$ cat src/design/tpl_pkg.sv
// ----------------------------------------------------------------------------
// tpl_pkg
// Shared types and register indexes of the true-peak limiter.
// ----------------------------------------------------------------------------
package tpl_pkg;
    localparam int unsigned RegCeiling = 0;
    localparam int unsigned RegAttack  = 1;
    localparam int unsigned RegRelease = 2;
    localparam int unsigned RegMix     = 3;
    localparam int unsigned MixOne     = 65536;
    localparam int unsigned MixWidth   = 17;

    typedef enum logic [2:0] {
        t_ST_IDLE, t_ST_PEAK, t_ST_DIV, t_ST_SMOOTH, t_ST_GAIN, t_ST_MIX, t_ST_OUT
    } t_state;
endpackage

$ cat src/design/tpl_front.sv
// ----------------------------------------------------------------------------
// tpl_front
// Holds one sample of look-ahead and issues jobs into a two-entry queue.
// ----------------------------------------------------------------------------
module tpl_front import tpl_pkg::*; #(
    parameter int SW = 24
) (
    input  logic                 i_clk,
    input  logic                 i_rst_n,
    input  logic                 i_push,
    output logic                 o_full,
    input  logic signed [SW-1:0] i_sample,
    input  logic                 i_last,
    output logic                 o_job_valid,
    output logic signed [SW-1:0] o_job_dry,
    output logic signed [SW-1:0] o_job_next,
    output logic                 o_job_use_next,
    output logic                 o_job_last,
    input  logic                 i_job_take
);
    localparam int JW = 2*SW + 2;
    logic [JW-1:0]        r_q [2];
    logic [1:0]           r_cnt, n_cnt;
    logic                 r_rd, r_wr;
    logic                 r_hv;
    logic signed [SW-1:0] r_hs;
    logic                 acc;
    logic [1:0]           nwr;
    logic [JW-1:0]        j0, j1;

    // An item may create two jobs, so it needs an empty queue.
    assign o_full = (r_cnt != 2'd0);
    assign acc    = i_push && !o_full;
    assign j0 = {r_hs, i_sample, 1'b1, 1'b0};
    assign j1 = {i_sample, {SW{1'b0}}, 1'b0, 1'b1};
    assign nwr = acc ? ({1'b0, r_hv} + {1'b0, i_last}) : 2'd0;
    assign n_cnt = r_cnt + nwr - {1'b0, i_job_take};

    assign o_job_valid = (r_cnt != 2'd0);
    assign {o_job_dry, o_job_next, o_job_use_next, o_job_last} = r_q[r_rd];

    always_ff @(posedge i_clk) begin
        if (!i_rst_n) begin
            r_cnt <= 2'd0;
            r_rd  <= 1'b0;
            r_wr  <= 1'b0;
            r_hv  <= 1'b0;
        end else begin
            r_cnt <= n_cnt;
            if (i_job_take) begin
                r_rd <= ~r_rd;
            end
            if (acc) begin
                if (r_hv && i_last) begin
                    r_q[r_wr]  <= j0;
                    r_q[~r_wr] <= j1;
                end else if (r_hv) begin
                    r_q[r_wr] <= j0;
                end else if (i_last) begin
                    r_q[r_wr] <= j1;
                end
                r_wr <= r_wr ^ nwr[0];
                r_hv <= !i_last;
                r_hs <= i_sample;
            end
        end
    end
endmodule

$ cat config.mk
export PLATFORM = sky130hd
export DESIGN_NAME = tpl_front
export DESIGN_NICKNAME = d
export VERILOG_FILES = /design/src/design/tpl_pkg.sv /design/src/design/tpl_front.sv
export SDC_FILE = /design/constraint.sdc
export NUM_CORES = 1
export LEC_CHECK = 0
export BUFFER_PORTS_ARGS = -buffer_cell sky130_fd_sc_hd__clkbuf_2
export CAP_MARGIN = 15
export CORE_ASPECT_RATIO = 2
export CORE_UTILIZATION = 25
export DETAILED_ROUTE_END_ITERATION = 8
export HOLD_SLACK_MARGIN = 0.12
export PLACE_DENSITY = 0.48
export SLEW_MARGIN = 30
export SYNTH_ARGS = -nofsm -noshare
export SYNTH_HDL_FRONTEND = slang
export SYNTH_SLANG_ARGS = --single-unit
$ cat constraint.sdc
create_clock -name i_clk -period 3.15 [get_ports i_clk]
set_input_delay 0.315 -clock i_clk [delete_from_list [all_inputs] [get_ports i_clk]]
set_output_delay 0.315 -clock i_clk [all_outputs]
set_load 0.05 [all_outputs]
* Word level (Yosys, flattened, before mapping)
Memory sizes are Yosys's and may differ from the RTL's. A register that Yosys moved wholly into a read port is not among the register bits.
Index checks and enable logic that the tools add are counted.
** Storage, ports and cells
- Memories kept :: 1
- Word-level logic and storage cells :: 40
- Flip-flop bits (word level) :: 29
- RAM bits :: 100
- Input port bits :: 29
** Memory list
- r_q :: words 2, bits a word 50, rd ports 1, clocked after Yosys merged registers in 1, write ports 2, line tpl_front.sv:22 : logic [JW-1:0] r_q [2];
** Cells by class
- Reductions and logical operators :: 6
- Muxes and demuxes :: 20
- Bitwise operators :: 5
- Add/subtract/negate cells :: 3
** Operator list (count)
- 50-bit 2-to-1 mux :: 2
- 1-bit 2-to-1 mux :: 17
- 1-bit by 1-bit adder with 2-bit output :: 1
- 2-bit adder :: 1
- 1-bit logical AND :: 2
- 1-bit logical NOT :: 2
- 2-bit 2-to-1 mux :: 1
- 1-bit inverter :: 2
- 1-bit OR :: 2
- 2-bit AND reduction :: 1
- 2-bit nonzero test :: 1
- 2-bit by 1-bit subtractor with 2-bit output :: 1
- 1-bit XOR :: 1

* Depth between registers and ports, before layout
- Depth in word-level cells :: 8
- Gate-level depth with buffers :: 10
- Depth with buffers taken out :: 10

* Least setup slack after synthesis
Ideal clock, no wire load.
- Path kind :: reg-to-reg
- From :: register r_cnt[0]
- To :: memory r_q[0][26] (netlist name) (enable)
- Path buffers :: 1
- Path slack :: 0.906 ns
- Clock period less this slack :: 2.244 ns
- Data arrival time :: 1.865 ns
- Required time :: 2.771 ns
- Stages on the path, launching flop included :: 7
- Library setup time :: 0.379 ns
- Cell sequence :: dfxtp_1 nor3b_4 nand2_2 clkinv_2 o21ai_2 buf_2 inv_1
** RTL lines
- from (decl) :: line tpl_front.sv:23 : logic [1:0] r_cnt, n_cnt;
- from (signal assigned) :: line tpl_front.sv:49 : r_cnt <= n_cnt;
- to (decl) :: line tpl_front.sv:22

==> summary.txt <==
Timing
  – Maximum clock frequency: 416 MHz
  – Setup TNS: 0 ps
  – # setup viols final: 0
  – Tmin final: around 2400 ps
  – Slew Viols, Final: 0
  – Skew final: approximately 5.3 ps
  – Smallest hold slack: about 150 ps
  – Final clock period utilization by the worst path: about three quarters
  – Final Hold Viols: 0
  – Unrepaired setup endpoints after global routing: false
  – Worst-Margin Slew: approximately 800 ps
  – Setup ws final: about 750 ps
  – Worst relative slew slack: around 45%

Logic synthesis
  – Yosys top cell area share: 39.3%
  – Top cells by area, synth: edfxtp_1 39%, dfxtp_1 21%, mux2_2 11%
  – Top-count cell post-synth: edfxtp_1
  – Post-synth cell types: 34
  – Syn_nets: around 450
  – Synth top cells by count: 72 x edfxtp_1, 58 x dfxtp_1, 53 x nor2_1
  – Sequential-to-total area share from yosys stat: roughly 60%
  – Syn Area/Cell: roughly 13 um2
  – Synth area leader: edfxtp_1
  – Post-Syn Instances: 415
  – Post-Synthesis Cell Area: 5500 um2
  – Number of synthesized flops with an enable pin: slightly above 70
  – Flops & latches, synth: 130
  – Yosys warns: 0
  – Async set or reset register ratio after synthesis: 0%
  – Primary FF master, synth: edfxtp_1

Clock tree
  – Worst-path clk slew: approximately 60 ps
  – Clk sink count: 130
  – Clock Latency Late Sink: around 420 ps
  – CTS tree: done
  – Clock buffer depth: 2
  – Cts repair resizes: 0
  – Post-CTS setup buffer count: 0
  – # H-tree levels: 4
  – Root Driver: clkbuf_16
  – CTS Hold Bufs: 0
  – Num CTS Buffers: 17

Worst setup path
  – Crit-path max FO: 19
  – Worst path arrival time: around 2800 ps
  – Worst Path Required: around 3500 ps
  – Startpoint types: register
  – CP endpoint kind: register
  – CP Class: reg -> reg

Drt
  – DR pass1 iterations: 5
  – Antenna-violating nets left: 0
  – Vias: approximately 3800
  – Initial DRC count: 201
  – DRC: 0
  – DR WL/cell: about 18 um
  – Via-to-Cell Ratio: between 4 and 5
  – Routed WL: between 10000 and 15000 um

Cells and area
  – Synth-to-Final Area Change: 22.5%
  – Util after Layout: 31.2%
  – Share of cells above drive strength 1: 36.1%
  – Design area: just under 7000 um2
  – # diodes: 0
  – Non-Filler Instances: 775
  – Final nets: between 500 and 600

Floorplanning
  – Die height: between 200 and 250 um
  – IO Pins: roughly 80
  – Cell Rows: 76
  – Die X-Extent: 107 um
  – Initial Utilization: 25.5%
  – Die area: around 23000 um2
  – Core ar.: around 22000 um2

Global route
  – Number of global-route vias before repair: about 4000
  – Initial antenna violation count: 0
  – First-pass GRT wire length: approximately 22000 um
  – Total GRT Usage: 12.9%
  – Largest net degree at the start of global routing: just under 50
  – Total grt overflow: 0

Flow run
  – MaxCap Viol Count: 0

Pwr
  – Total design power: 5.52 mW
  – P_leak: between 2 and 2.5 nW
  – VDD IR-drop max: around 0.00038 V
  – Pwr dens: 820 nW/um2

Placement
  – DP Cell Count: around 740
  – Post-place setup slack: a little over 700 ps
  – Port bufs: 80
  – Placer Congestion: 0.720
  – Placed cell areas: 6140 um2
  – DP HPWL: a little under 10000 um

Hold path
  – Worst min path class: in -> reg

Run status
  – Outcome: complete, no violations
worst max-delay path, cell delays in order, from the launching register on:
cell	delay (ps)
dfxtp_1	370
ha_1	400
o21ba_2	460
and3_1	600
buf_4	340
a22o_1	170
path summary, 6_finish.rpt:
kind | slack [ps] | start | cells after the start | end
setup / recovery | 750 | r_hv | 5 | r_q[1][9]
hold / removal | 150 | i_last | 2 | r_hv
setup reg to reg | 750 | r_hv | 5 | r_q[1][9]
hold reg to reg | 480 | r_q[1][18] | 1 | r_q[1][18]
cell families after synthesis:
group / after synthesis / synth area share [%]
buffers and inverters: 49 / 4.46
AO/OA/AOI/OAI: 111 / 17.6
XOR/XNOR: 3 / 0.478
AND/OR/NAND/NOR: 65 / 5.21
multiplexers: 52 / 10.7
adder cells (fa/ha/maj): 5 / 1.14
flip-flops: 130 / 60.5
area by class of cell:
cell class / count / area, um2
clock inverter: 13 / 166
clock buffer: 19 / 433
multi-input combinational: 236 / 1930
tap: 273 / 342
inverter: 11 / 42.5
timing repair buffer: 93 / 498
sequential: 130 / 3320
fill: 2130 / 14900
report_power, final:
| group | leakage [nW] | internal (mW) | switching (mW) |
|---|---|---|---|
| logic | 1.05 | 0.424 | 0.909 |
| clock network | 0.291 | 1.31 | 0.701 |
| registers | 1.09 | 2.03 | 0.152 |
| total | 2.43 | 3.76 | 1.76 |
state kept, by name, indices dropped and copies added (netlist names), named ones only:
signal  cells
r_cnt       2
r_hs       24
r_hv        1
r_q       100
r_rd        1
r_wr        1
placed cells by master, fill, tap and decap left out, types with 4 or more instances in the layout:
master and instances:
a32oi_1 48, a311oi_1 4, nor2_1 53, a22o_1 48, clkbuf_16 17, bufinv_16 4, clkinv_1 5, clkinv_2 4
mux2_2 52, dfxtp_1 57, edfxtp_1 72, buf_4 13, ha_1 5, clkbuf_2 80, inv_1 9
layer usage:
layer / track usage (%) / routed length [um]
met2: 23.8 / 7760
met5: 0 / 0
met4: 6.14 / 330
met3: 3.05 / 466
met1: 13.6 / 5670
Note: power is estimated with default switching activity, not from simulation.
